===== src/sv/tlapq_pkg.sv =====
// Package for the three-level aged priority queue.
// Types, field widths, request/status codes and default sizes. No dependencies.
`default_nettype none
package tlapq_pkg;

   localparam int CAPACITY_DEF   = 64;
   localparam int NUM_LEVELS_DEF = 3;

   localparam int ID_W   = 16;
   localparam int LVL_W  = 2;
   localparam int TIME_W = 38;
   localparam int ST_W   = 3;

   typedef enum logic [1:0] {
      REQ_INSERT = 2'd0,
      REQ_REPRIO = 2'd1,
      REQ_SERVE  = 2'd2,
      REQ_SEARCH = 2'd3
   } req_code_type;

   typedef enum logic [ST_W-1:0] {
      ST_OK        = 3'd0,
      ST_NOT_FOUND = 3'd1,
      ST_DUPLICATE = 3'd2,
      ST_BAD_LEVEL = 3'd3,
      ST_FULL      = 3'd4
   } status_type;

   typedef struct packed {
      logic [ID_W-1:0]   id;
      logic [LVL_W-1:0]  lvl;
      logic [TIME_W-1:0] tm;
   } entry_type;

   localparam int ENTRY_W = $bits(entry_type);

   typedef enum logic [1:0] {
      S_IDLE,
      S_SCAN,
      S_DECIDE,
      S_FIX
   } state_type;

   // controller -> datapath
   typedef struct packed {
      logic start;     // latch request, rewind sweep
      logic run;       // advance sweep
      logic fix_mode;  // sweep rewrites ranks
      logic decide;    // commit result of scan
   } ctl_cmd_type;

   // datapath -> controller
   typedef struct packed {
      logic sweep_done;
      logic need_fix;
      logic rsp_free;
   } dp_status_type;

endpackage
`default_nettype wire


===== src/sv/tlapq_if.sv =====
// Channel interfaces for the aged priority queue: request and response beats.
// Depends on tlapq_pkg for field widths.
`default_nettype none
interface tlapq_req_if;
   logic                           valid;
   logic                           ready;
   logic [1:0]                     req_type;
   logic [tlapq_pkg::ID_W-1:0]     ticket_id;
   logic [tlapq_pkg::LVL_W-1:0]    level;
   logic [tlapq_pkg::TIME_W-1:0]   created;
   modport source (output valid, req_type, ticket_id, level, created, input ready);
   modport sink   (input valid, req_type, ticket_id, level, created, output ready);
endinterface

interface tlapq_rsp_if;
   logic                           valid;
   logic                           ready;
   logic [tlapq_pkg::ST_W-1:0]     status;
   logic [tlapq_pkg::ID_W-1:0]     out_id;
   logic [tlapq_pkg::LVL_W-1:0]    out_level;
   logic [tlapq_pkg::TIME_W-1:0]   out_created;
   modport source (output valid, status, out_id, out_level, out_created, input ready);
   modport sink   (input valid, status, out_id, out_level, out_created, output ready);
endinterface
`default_nettype wire


===== src/sv/three_level_aged_priority_queue.sv =====
// A request beat is answered after one scan sweep of the entry RAM (one read
//   per cycle) and a decide step, which waits while the response register is full.
// Insert/search/no-op need only that sweep; a successful serve or level change
//   adds a second rank-fix sweep. The next request is taken only after both.
// Reset: synchronous; all entries invalid, count zero, no response pending.
`default_nettype none
module three_level_aged_priority_queue #(
   parameter int CAPACITY   = tlapq_pkg::CAPACITY_DEF,
   parameter int NUM_LEVELS = tlapq_pkg::NUM_LEVELS_DEF
) (
   input  wire logic   clock,
   input  wire logic   reset,
   tlapq_req_if.sink   req_ch,
   tlapq_rsp_if.source rsp_ch
);
   // Controller sequences the sweeps; the datapath holds entries in one RAM
   // word each ({id, level, time, arrival rank}) with valid bits in flops.
   // The scan sweep finds the id match, the lowest free slot and the oldest
   // entry of the highest level in one pass. The fix sweep closes the rank
   // gap after a removal and re-ranks a moved entry as the newest arrival.
   // A finished beat sits in the response register while a new request is
   // taken; decide stalls only if that register is still full.
   tlapq_pkg::ctl_cmd_type   cmd;
   tlapq_pkg::dp_status_type dp_status;

   tlapq_ctrl u_ctrl (
      .clock    (clock),
      .reset    (reset),
      .req_valid(req_ch.valid),
      .req_ready(req_ch.ready),
      .dp_status(dp_status),
      .cmd      (cmd)
   );

   tlapq_dpath #(.CAPACITY(CAPACITY), .NUM_LEVELS(NUM_LEVELS)) u_dpath (
      .clock      (clock),
      .reset      (reset),
      .cmd        (cmd),
      .dp_status  (dp_status),
      .req_type   (req_ch.req_type),
      .ticket_id  (req_ch.ticket_id),
      .level      (req_ch.level),
      .created    (req_ch.created),
      .rsp_valid  (rsp_ch.valid),
      .rsp_ready  (rsp_ch.ready),
      .status     (rsp_ch.status),
      .out_id     (rsp_ch.out_id),
      .out_level  (rsp_ch.out_level),
      .out_created(rsp_ch.out_created)
   );
endmodule
`default_nettype wire


===== src/sv/tlapq_ram.sv =====
// Generic simple dual-port RAM, one write and one registered read port.
// No dependencies.
`default_nettype none
module tlapq_ram #(
   parameter int WIDTH = 8,
   parameter int DEPTH = 16
) (
   input  wire logic                     clock,
   input  wire logic                     wr_en,
   input  wire logic [$clog2(DEPTH)-1:0] wr_addr,
   input  wire logic [WIDTH-1:0]         wr_data,
   input  wire logic [$clog2(DEPTH)-1:0] rd_addr,
   output logic      [WIDTH-1:0]         rd_data
);
   logic [WIDTH-1:0] mem_ff [DEPTH];

   always_ff @(posedge clock) begin
      if (wr_en) begin
         mem_ff[wr_addr] <= wr_data;
      end
      rd_data <= mem_ff[rd_addr];
   end
endmodule
`default_nettype wire


===== src/sv/tlapq_ctrl.sv =====
// Controller FSM: accept, scan sweep, decide, rank-fix sweep.
// Depends on tlapq_pkg.
`default_nettype none
module tlapq_ctrl (
   input  wire logic                     clock,
   input  wire logic                     reset,
   input  wire logic                     req_valid,
   output logic                          req_ready,
   input  wire tlapq_pkg::dp_status_type dp_status,
   output tlapq_pkg::ctl_cmd_type        cmd
);
   tlapq_pkg::state_type state_ff, state_in;

   always_ff @(posedge clock) begin
      if (reset) begin
         state_ff <= tlapq_pkg::S_IDLE;
      end else begin
         state_ff <= state_in;
      end
   end

   always_comb begin
      state_in  = state_ff;
      cmd       = '0;
      req_ready = 1'b0;
      case (state_ff)
         tlapq_pkg::S_IDLE: begin
            req_ready = 1'b1;
            if (req_valid) begin
               cmd.start = 1'b1;
               state_in  = tlapq_pkg::S_SCAN;
            end
         end
         tlapq_pkg::S_SCAN: begin
            cmd.run = 1'b1;
            if (dp_status.sweep_done) begin
               state_in = tlapq_pkg::S_DECIDE;
            end
         end
         tlapq_pkg::S_DECIDE: begin
            // wait for the response register to free up
            if (dp_status.rsp_free) begin
               cmd.decide = 1'b1;
               state_in   = dp_status.need_fix ? tlapq_pkg::S_FIX : tlapq_pkg::S_IDLE;
            end
         end
         tlapq_pkg::S_FIX: begin
            cmd.run      = 1'b1;
            cmd.fix_mode = 1'b1;
            if (dp_status.sweep_done) begin
               state_in = tlapq_pkg::S_IDLE;
            end
         end
         default: begin
            state_in = tlapq_pkg::S_IDLE;
         end
      endcase
   end
endmodule
`default_nettype wire


===== src/sv/tlapq_dpath.sv =====
// Datapath: entry RAM, valid bits, sweep pipeline, match/free/oldest search,
// rank fix-up and response register. Depends on tlapq_pkg and tlapq_ram.
`default_nettype none
module tlapq_dpath #(
   parameter int CAPACITY   = tlapq_pkg::CAPACITY_DEF,
   parameter int NUM_LEVELS = tlapq_pkg::NUM_LEVELS_DEF
) (
   input  wire logic                          clock,
   input  wire logic                          reset,
   input  wire tlapq_pkg::ctl_cmd_type        cmd,
   output tlapq_pkg::dp_status_type           dp_status,
   input  wire logic [1:0]                    req_type,
   input  wire logic [tlapq_pkg::ID_W-1:0]    ticket_id,
   input  wire logic [tlapq_pkg::LVL_W-1:0]   level,
   input  wire logic [tlapq_pkg::TIME_W-1:0]  created,
   output logic                               rsp_valid,
   input  wire logic                          rsp_ready,
   output logic [tlapq_pkg::ST_W-1:0]         status,
   output logic [tlapq_pkg::ID_W-1:0]         out_id,
   output logic [tlapq_pkg::LVL_W-1:0]        out_level,
   output logic [tlapq_pkg::TIME_W-1:0]       out_created
);
   localparam int IDX_W  = $clog2(CAPACITY);
   localparam int CNT_W  = $clog2(CAPACITY + 1);
   localparam int RANK_W = IDX_W;
   localparam int WORD_W = tlapq_pkg::ENTRY_W + RANK_W;
   localparam logic [CNT_W-1:0] CAP_C = CNT_W'(CAPACITY);

   // latched request
   tlapq_pkg::req_code_type           op_ff, op_in;
   logic [tlapq_pkg::ID_W-1:0]        id_ff, id_in;
   logic [tlapq_pkg::LVL_W-1:0]       lvl_ff, lvl_in;
   logic [tlapq_pkg::TIME_W-1:0]      tm_ff, tm_in;

   logic [CAPACITY-1:0]               valid_ff, valid_in;
   logic [CNT_W-1:0]                  count_ff, count_in;

   // sweep pipeline
   logic [CNT_W-1:0]                  addr_ff, addr_in;
   logic                              rd_vld_ff, rd_vld_in;
   logic [IDX_W-1:0]                  rd_idx_ff, rd_idx_in;

   // scan results
   logic                              hit_ff, hit_in;
   logic [IDX_W-1:0]                  hit_idx_ff, hit_idx_in;
   tlapq_pkg::entry_type              hit_ent_ff, hit_ent_in;
   logic [RANK_W-1:0]                 hit_rank_ff, hit_rank_in;
   logic                              free_ff, free_in;
   logic [IDX_W-1:0]                  free_idx_ff, free_idx_in;
   logic                              best_ff, best_in;
   logic [IDX_W-1:0]                  best_idx_ff, best_idx_in;
   tlapq_pkg::entry_type              best_ent_ff, best_ent_in;
   logic [RANK_W-1:0]                 best_rank_ff, best_rank_in;

   // fix sweep parameters
   logic [RANK_W-1:0]                 fix_rank_ff, fix_rank_in;
   logic                              tgt_en_ff, tgt_en_in;
   logic [IDX_W-1:0]                  tgt_idx_ff, tgt_idx_in;

   // response register
   logic                              rsp_valid_ff, rsp_valid_in;
   tlapq_pkg::status_type             st_ff, st_in;
   tlapq_pkg::entry_type              rsp_ent_ff, rsp_ent_in;

   // RAM ports
   logic                              wr_en;
   logic [IDX_W-1:0]                  wr_addr;
   logic [WORD_W-1:0]                 wr_data;
   logic [WORD_W-1:0]                 rd_data;

   tlapq_pkg::entry_type              rd_ent;
   logic [RANK_W-1:0]                 rd_rank;
   logic                              rd_live;
   logic                              older;
   logic                              bad_lvl;
   logic [CNT_W-1:0]                  count_m1;
   tlapq_pkg::status_type             st_dec;

   tlapq_ram #(.WIDTH(WORD_W), .DEPTH(CAPACITY)) u_ram (
      .clock  (clock),
      .wr_en  (wr_en),
      .wr_addr(wr_addr),
      .wr_data(wr_data),
      .rd_addr(addr_ff[IDX_W-1:0]),
      .rd_data(rd_data)
   );

   assign rd_ent   = tlapq_pkg::entry_type'(rd_data[WORD_W-1 -: tlapq_pkg::ENTRY_W]);
   assign rd_rank  = rd_data[RANK_W-1:0];
   assign rd_live  = rd_vld_ff && valid_ff[rd_idx_ff];
   assign bad_lvl  = int'(lvl_ff) >= NUM_LEVELS;
   assign count_m1 = count_ff - CNT_W'(1);

   // candidate beats current best: higher level, then older time, then earlier rank
   always_comb begin
      if (!best_ff) begin
         older = 1'b1;
      end else if (rd_ent.lvl != best_ent_ff.lvl) begin
         older = rd_ent.lvl > best_ent_ff.lvl;
      end else if (rd_ent.tm != best_ent_ff.tm) begin
         older = rd_ent.tm < best_ent_ff.tm;
      end else begin
         older = rd_rank < best_rank_ff;
      end
   end

   // outcome of the scan
   always_comb begin
      st_dec = tlapq_pkg::ST_OK;
      case (op_ff)
         tlapq_pkg::REQ_INSERT: begin
            if (bad_lvl) begin
               st_dec = tlapq_pkg::ST_BAD_LEVEL;
            end else if (hit_ff) begin
               st_dec = tlapq_pkg::ST_DUPLICATE;
            end else if (!free_ff) begin
               st_dec = tlapq_pkg::ST_FULL;
            end
         end
         tlapq_pkg::REQ_REPRIO: begin
            if (bad_lvl) begin
               st_dec = tlapq_pkg::ST_BAD_LEVEL;
            end else if (!hit_ff) begin
               st_dec = tlapq_pkg::ST_NOT_FOUND;
            end
         end
         tlapq_pkg::REQ_SERVE: begin
            if (!best_ff) begin
               st_dec = tlapq_pkg::ST_NOT_FOUND;
            end
         end
         tlapq_pkg::REQ_SEARCH: begin
            if (!hit_ff) begin
               st_dec = tlapq_pkg::ST_NOT_FOUND;
            end
         end
         default: begin
            st_dec = tlapq_pkg::ST_NOT_FOUND;
         end
      endcase
   end

   always_comb begin
      dp_status.sweep_done = (addr_ff == CAP_C) && !rd_vld_ff;
      dp_status.rsp_free   = !rsp_valid_ff || rsp_ready;
      dp_status.need_fix   = (st_dec == tlapq_pkg::ST_OK) &&
                             ((op_ff == tlapq_pkg::REQ_SERVE) ||
                              ((op_ff == tlapq_pkg::REQ_REPRIO) && (hit_ent_ff.lvl != lvl_ff)));
   end

   always_comb begin
      op_in        = op_ff;
      id_in        = id_ff;
      lvl_in       = lvl_ff;
      tm_in        = tm_ff;
      valid_in     = valid_ff;
      count_in     = count_ff;
      addr_in      = addr_ff;
      rd_vld_in    = 1'b0;
      rd_idx_in    = addr_ff[IDX_W-1:0];
      hit_in       = hit_ff;
      hit_idx_in   = hit_idx_ff;
      hit_ent_in   = hit_ent_ff;
      hit_rank_in  = hit_rank_ff;
      free_in      = free_ff;
      free_idx_in  = free_idx_ff;
      best_in      = best_ff;
      best_idx_in  = best_idx_ff;
      best_ent_in  = best_ent_ff;
      best_rank_in = best_rank_ff;
      fix_rank_in  = fix_rank_ff;
      tgt_en_in    = tgt_en_ff;
      tgt_idx_in   = tgt_idx_ff;
      rsp_valid_in = rsp_valid_ff && !rsp_ready;
      st_in        = st_ff;
      rsp_ent_in   = rsp_ent_ff;
      wr_en        = 1'b0;
      wr_addr      = rd_idx_ff;
      wr_data      = {rd_ent, rd_rank};

      if (cmd.start) begin
         op_in   = tlapq_pkg::req_code_type'(req_type);
         id_in   = ticket_id;
         lvl_in  = level;
         tm_in   = created;
         addr_in = '0;
         hit_in  = 1'b0;
         free_in = 1'b0;
         best_in = 1'b0;
      end

      if (cmd.run) begin
         if (addr_ff != CAP_C) begin
            rd_vld_in = 1'b1;
            addr_in   = addr_ff + CNT_W'(1);
         end
         if (!cmd.fix_mode && rd_vld_ff) begin
            if (rd_live && (rd_ent.id == id_ff) && !hit_ff) begin
               hit_in      = 1'b1;
               hit_idx_in  = rd_idx_ff;
               hit_ent_in  = rd_ent;
               hit_rank_in = rd_rank;
            end
            if (!valid_ff[rd_idx_ff] && !free_ff) begin
               free_in     = 1'b1;
               free_idx_in = rd_idx_ff;
            end
            if (rd_live && older) begin
               best_in      = 1'b1;
               best_idx_in  = rd_idx_ff;
               best_ent_in  = rd_ent;
               best_rank_in = rd_rank;
            end
         end
         if (cmd.fix_mode && rd_live) begin
            if (tgt_en_ff && (rd_idx_ff == tgt_idx_ff)) begin
               // moved entry rejoins as the latest arrival in its new level
               wr_en   = 1'b1;
               wr_data = {rd_ent.id, lvl_ff, rd_ent.tm, count_m1[RANK_W-1:0]};
            end else if (rd_rank > fix_rank_ff) begin
               wr_en   = 1'b1;
               wr_data = {rd_ent, rd_rank - RANK_W'(1)};
            end
         end
      end

      if (cmd.decide) begin
         addr_in      = '0;
         rsp_valid_in = 1'b1;
         st_in        = st_dec;
         rsp_ent_in   = '0;
         tgt_en_in    = 1'b0;
         if (st_dec == tlapq_pkg::ST_OK) begin
            case (op_ff)
               tlapq_pkg::REQ_INSERT: begin
                  wr_en                 = 1'b1;
                  wr_addr               = free_idx_ff;
                  wr_data               = {id_ff, lvl_ff, tm_ff, count_ff[RANK_W-1:0]};
                  valid_in[free_idx_ff] = 1'b1;
                  count_in              = count_ff + CNT_W'(1);
               end
               tlapq_pkg::REQ_REPRIO: begin
                  fix_rank_in = hit_rank_ff;
                  tgt_en_in   = 1'b1;
                  tgt_idx_in  = hit_idx_ff;
               end
               tlapq_pkg::REQ_SERVE: begin
                  rsp_ent_in            = best_ent_ff;
                  valid_in[best_idx_ff] = 1'b0;
                  count_in              = count_m1;
                  fix_rank_in           = best_rank_ff;
               end
               tlapq_pkg::REQ_SEARCH: begin
                  rsp_ent_in = hit_ent_ff;
               end
               default: begin
                  rsp_ent_in = '0;
               end
            endcase
         end
      end
   end

   always_ff @(posedge clock) begin
      if (reset) begin
         valid_ff     <= '0;
         count_ff     <= '0;
         addr_ff      <= '0;
         rd_vld_ff    <= 1'b0;
         rsp_valid_ff <= 1'b0;
         hit_ff       <= 1'b0;
         free_ff      <= 1'b0;
         best_ff      <= 1'b0;
         tgt_en_ff    <= 1'b0;
      end else begin
         valid_ff     <= valid_in;
         count_ff     <= count_in;
         addr_ff      <= addr_in;
         rd_vld_ff    <= rd_vld_in;
         rsp_valid_ff <= rsp_valid_in;
         hit_ff       <= hit_in;
         free_ff      <= free_in;
         best_ff      <= best_in;
         tgt_en_ff    <= tgt_en_in;
      end
      op_ff        <= op_in;
      id_ff        <= id_in;
      lvl_ff       <= lvl_in;
      tm_ff        <= tm_in;
      rd_idx_ff    <= rd_idx_in;
      hit_idx_ff   <= hit_idx_in;
      hit_ent_ff   <= hit_ent_in;
      hit_rank_ff  <= hit_rank_in;
      free_idx_ff  <= free_idx_in;
      best_idx_ff  <= best_idx_in;
      best_ent_ff  <= best_ent_in;
      best_rank_ff <= best_rank_in;
      fix_rank_ff  <= fix_rank_in;
      tgt_idx_ff   <= tgt_idx_in;
      st_ff        <= st_in;
      rsp_ent_ff   <= rsp_ent_in;
   end

   assign rsp_valid   = rsp_valid_ff;
   assign status      = st_ff;
   assign out_id      = rsp_ent_ff.id;
   assign out_level   = rsp_ent_ff.lvl;
   assign out_created = rsp_ent_ff.tm;
endmodule
`default_nettype wire


===== src/flat_wrapper.sv =====
// flat-port wrapper written by rule: the top's interface ports become plain ports
module three_level_aged_priority_queue_flat 
#(
   parameter int CAPACITY   = tlapq_pkg::CAPACITY_DEF,
   parameter int NUM_LEVELS = tlapq_pkg::NUM_LEVELS_DEF
)
  (clock, reset, req_ch_valid, req_ch_req_type, req_ch_ticket_id, req_ch_level, req_ch_created, req_ch_ready, rsp_ch_valid, rsp_ch_status, rsp_ch_out_id, rsp_ch_out_level, rsp_ch_out_created, rsp_ch_ready);
  tlapq_req_if req_ch_i ();
  tlapq_rsp_if rsp_ch_i ();
  input  wire logic clock;
  input  wire logic reset;
  input wire logic [$bits(req_ch_i.valid)-1:0] req_ch_valid;
  input wire logic [$bits(req_ch_i.req_type)-1:0] req_ch_req_type;
  input wire logic [$bits(req_ch_i.ticket_id)-1:0] req_ch_ticket_id;
  input wire logic [$bits(req_ch_i.level)-1:0] req_ch_level;
  input wire logic [$bits(req_ch_i.created)-1:0] req_ch_created;
  output wire logic [$bits(req_ch_i.ready)-1:0] req_ch_ready;
  output wire logic [$bits(rsp_ch_i.valid)-1:0] rsp_ch_valid;
  output wire logic [$bits(rsp_ch_i.status)-1:0] rsp_ch_status;
  output wire logic [$bits(rsp_ch_i.out_id)-1:0] rsp_ch_out_id;
  output wire logic [$bits(rsp_ch_i.out_level)-1:0] rsp_ch_out_level;
  output wire logic [$bits(rsp_ch_i.out_created)-1:0] rsp_ch_out_created;
  input wire logic [$bits(rsp_ch_i.ready)-1:0] rsp_ch_ready;
  assign req_ch_i.valid = req_ch_valid;
  assign req_ch_i.req_type = req_ch_req_type;
  assign req_ch_i.ticket_id = req_ch_ticket_id;
  assign req_ch_i.level = req_ch_level;
  assign req_ch_i.created = req_ch_created;
  assign req_ch_ready = req_ch_i.ready;
  assign rsp_ch_valid = rsp_ch_i.valid;
  assign rsp_ch_status = rsp_ch_i.status;
  assign rsp_ch_out_id = rsp_ch_i.out_id;
  assign rsp_ch_out_level = rsp_ch_i.out_level;
  assign rsp_ch_out_created = rsp_ch_i.out_created;
  assign rsp_ch_i.ready = rsp_ch_ready;
  three_level_aged_priority_queue #(.CAPACITY(CAPACITY), .NUM_LEVELS(NUM_LEVELS)) u_core (.clock(clock), .reset(reset), .req_ch(req_ch_i), .rsp_ch(rsp_ch_i));
endmodule

===== config.mk =====
export PLATFORM = sky130hd
export DESIGN_NAME = three_level_aged_priority_queue_flat
export DESIGN_NICKNAME = d
export VERILOG_FILES = /design/src/sv/tlapq_pkg.sv /design/src/sv/tlapq_if.sv /design/src/sv/three_level_aged_priority_queue.sv /design/src/sv/tlapq_ram.sv /design/src/sv/tlapq_ctrl.sv /design/src/sv/tlapq_dpath.sv /design/src/flat_wrapper.sv
export SDC_FILE = /design/constraint.sdc
export NUM_CORES = 2
export LEC_CHECK = 0
export BUFFER_PORTS_ARGS = -buffer_cell sky130_fd_sc_hd__buf_2
export CORE_UTILIZATION = 45
export DETAILED_ROUTE_END_ITERATION = 6
export PLACE_DENSITY_LB_ADDON = 0.15
export SETUP_SLACK_MARGIN = 0.2
export SLEW_MARGIN = 20
export SYNTH_ARGS = -nofsm -noshare
export SYNTH_HDL_FRONTEND = slang
export SYNTH_HIERARCHICAL = 1
export SYNTH_SLANG_ARGS = --single-unit

===== constraint.sdc =====
create_clock -name clock -period 25.2 [get_ports clock]
set_clock_uncertainty 0.2 [all_clocks]
set_input_delay 5.04 -clock clock [delete_from_list [all_inputs] [get_ports clock]]
set_output_delay 5.04 -clock clock [all_outputs]
set_load 0.05 [all_outputs]

==> metrics.txt <==
run status complete, no violations; layout cells sized above 1 25.0%; Final Hold Viols 0; worst path bufs/invs 5; flop2flop setup slack 18570 ps; Critical Path Stages 14; Cell Area, Synth 0.168 sq mm; reg-to-reg endpoint u_core/u_dpath/u_ram/mem_ff[45][12]; H-tree Lvls 5; Worst slew margin 15.9%; row count 223; top cell type by total area after synthesis edfxtp_1; Initial Util 45.4%; final WL 483 mm; Peak Freq 0.0979 GHz; Synth top area share 75.8%; hpwl dp 292 mm; Crit Path Class input port to flop; worst reg2reg path startpoint u_core/u_dpath/rd_idx_ff[0]; clk sinks 4392; area growth from synthesis to layout 13.5%; core area 0.370 sq mm; pwr/cell area 80.4 mW/mm^2; Yosys reg bits 4392; via count 85.6k; via/cell ratio 6.19; Critical Path End u_core/u_dpath/u_ram/mem_ff[11][15]; final setup fails 0; Yosys cell types 86; remaining antenna violation count 0; Crit Path Max Fanout 38; Worst path slowest cell nor2_4; worst slew pin tran 1260 ps; Syn Inst Count 8090; Seq/Total Area, Yosys 77.6%; Clock transition at path regs 60 ps; DIE WIDTH 613 um; die area 0.376 sq mm; P_leak 58.4 nW; Detailed Routing Iterations Pass 1 6; Ports 123; Die Y 613 um; setup TNS 0 ps; Util after Layout 51.5%; RSZ-0062 raised after global routing no; post-CTS setup buffer count 0; Final GP Congestion 0.866; remaining global-route overflow 0; Mean Syn Cell Area 20.8 sq um; Worst VDD drop 0.0561 mV; GR Util All Layers 25.5%; CP startpoint kind input port; fin crit period 10210 ps; WHS 221 ps; Syn Nets 8212; CP Cell Sequence buf_2, nand2b_1, nand2_1, nor2_4, inv_1, nor2_4, buf_4, buf_4, nand2_1, nand2_1, nor2b_1, nand3_1, nor2_4, buf_4; TritonCTS Buffers 442; CP max stage delay 1230 ps; Synth Warn # 6; routed length per instance 34.9 um; IO buf count 122; Max Root-Sink Buffers 4; Top Family by Delay on Critical Path simple AND/OR/NAND/NOR gates; r2r worst-path depth 11; DR iter-0 viols 12.9k; Tcrit/Tclk final 40.5%; Top FF cell, synth edfxtp_1; Resize count post-CTS 0; TritonCTS clock tree yes; fin nets 8604; Slew Viols, Final 0; Worst Setup SP rsp_ch_ready; top cells by area, synth edfxtp_1, mux4_2, dfxtp_1; Min-Delay Path Depth 0; largest net degree at the start of global routing 103; Post-synth EDFFs 4239; global-route wire length before repair 666 mm; asr flop ratio synth 0%; Worst-Skew Late Latency 980 ps; CP Capture Type flop; worst min-delay path class flop to flop; CP Data Required Time 25580 ps; CTS Hold Buffers Added 0; root buffer cell clkbuf_16; vias in the first global route 83.1k; WP data arrival 10590 ps; number of remaining DRC errors 0; initial antenna violation count 60; max cap viols 0
-- final cells by class --
type | count | area, sq um
antenna | 8 | 20.0
clock buffer | 566 | 11800
clock inverter | 269 | 2920
fill | 29032 | 180000
inverter | 67 | 251
multi-input combinational | 3175 | 36000
sequential | 4392 | 130000
tap | 4950 | 6190
timing repair buffer | 404 | 3040
-- flip-flops by register name, summed over array words and instances (netlist names), 7 cells and up --
| register | cells |
|---|---|
| u_core/u_dpath/out_created | 38 |
| u_core/u_dpath/u_ram/mem_ff | 3968 |
| u_core/u_dpath/valid_ff | 64 |
| u_core/u_dpath/hit_ent_ff | 56 |
| u_core/u_dpath/best_ent_ff | 56 |
| u_core/u_dpath/u_ram/rd_data | 62 |
| u_core/u_dpath/addr_ff | 7 |
| u_core/u_dpath/id_ff | 16 |
| u_core/u_dpath/out_id | 16 |
| u_core/u_dpath/tm_ff | 38 |
-- where the power goes --
group / switching [W] / leakage, nW / internal (W) / total [W]
clock: 0.00278 / 7.20 / 0.00389 / 0.00667
sequential: 0.0000331 / 39.4 / 0.00804 / 0.00807
combinational: 0.000402 / 11.8 / 0.000197 / 0.000599
total: 0.00322 / 58.4 / 0.0121 / 0.0153
-- stage by stage --
stage          cell area (sq um)  setup slack (ps)  power [W]  instances
2_1_floorplan             168000             10460    0.00857       8090
6_report                  191000             14990     0.0153      13831
5_1_grt                   191000             14870     0.0157      13824
3_5_place_dp              176000             14210    0.00882      12983
4_1_cts                   190000             15230     0.0154      13818
3_3_place_gp              176000             14140    0.00881      12976
-- cells in the mapped netlist, drive strengths merged, types with 10 or more instances --
master and instances:
a311oi 14, o22ai 243, a21o 13, a41oi 10
nand3b 12, inv 67, ha 60, a221oi 34
a211oi 32, o21ai 166, nor2 224, nor2b 72
nand3 67, or3 13, clkbuf 189, nor4 46
a2bb2oi 15, mux2 107, o22a 18, buf 267
xor2 24, nand2 314, mux2i 248, a22oi 157
nand4 19, a21oi 119, o221ai 65, nand2b 22
and3 21, a22o 32, o32ai 11, nor3 50
mux4 865, edfxtp 4239, dfxtp 153
-- worst min-delay path by stage --
stage,slack [ps],from,to
after floorplan,190,u_core/u_dpath/addr_ff[1],u_core/u_dpath/rd_idx_ff[1]
final,220,u_core/u_dpath/hit_idx_ff[3],u_core/u_dpath/tgt_idx_ff[3]
after detailed placement,210,u_core/u_dpath/hit_idx_ff[3],u_core/u_dpath/tgt_idx_ff[3]
after global placement,210,u_core/u_dpath/hit_idx_ff[3],u_core/u_dpath/tgt_idx_ff[3]
after CTS,220,u_core/u_dpath/hit_idx_ff[3],u_core/u_dpath/tgt_idx_ff[3]
after global routing,230,u_core/u_dpath/hit_idx_ff[3],u_core/u_dpath/tgt_idx_ff[3]
-- kinds of logic (layout without fill, tap and decap cells) --
group           after synthesis  after routing  synth area share, %
buf+inv                     523           1306                 1.59
other cells                   0              8                    0
flops                      4392           4392                 77.6
mux                        1220           1220                 13.8
simple gates                896            896                 2.50
compound gates              966            966                 3.88
fa+ha+maj                    60             60                0.447
xor+xnor                     33             33                0.172
-- placed cells by master, fill, tap and decap left out, types with 67 or more instances in the layout --
master	n
inv_1	67
nand2_1	260
edfxtp_1	4239
clkinv_1	89
buf_4	259
o21ai_0	152
mux2_2	99
nor2_1	156
clkbuf_1	95
o22ai_1	242
a22oi_1	156
nand3_1	67
a21oi_1	118
mux2i_1	248
dfxtp_1	147
clkinv_2	81
mux4_2	861
buf_2	122
clkbuf_16	449
nor2_4	68
-- per-layer routing --
layer,up-vias,track usage (%),wire [um]
li1,34533,-,-
met1,46165,38.4,204000
met2,4337,37.7,214000
met3,542,6.52,54400
met4,12,5.28,10800
met5,-,0,87
Note: power is estimated with default switching activity, not from simulation.
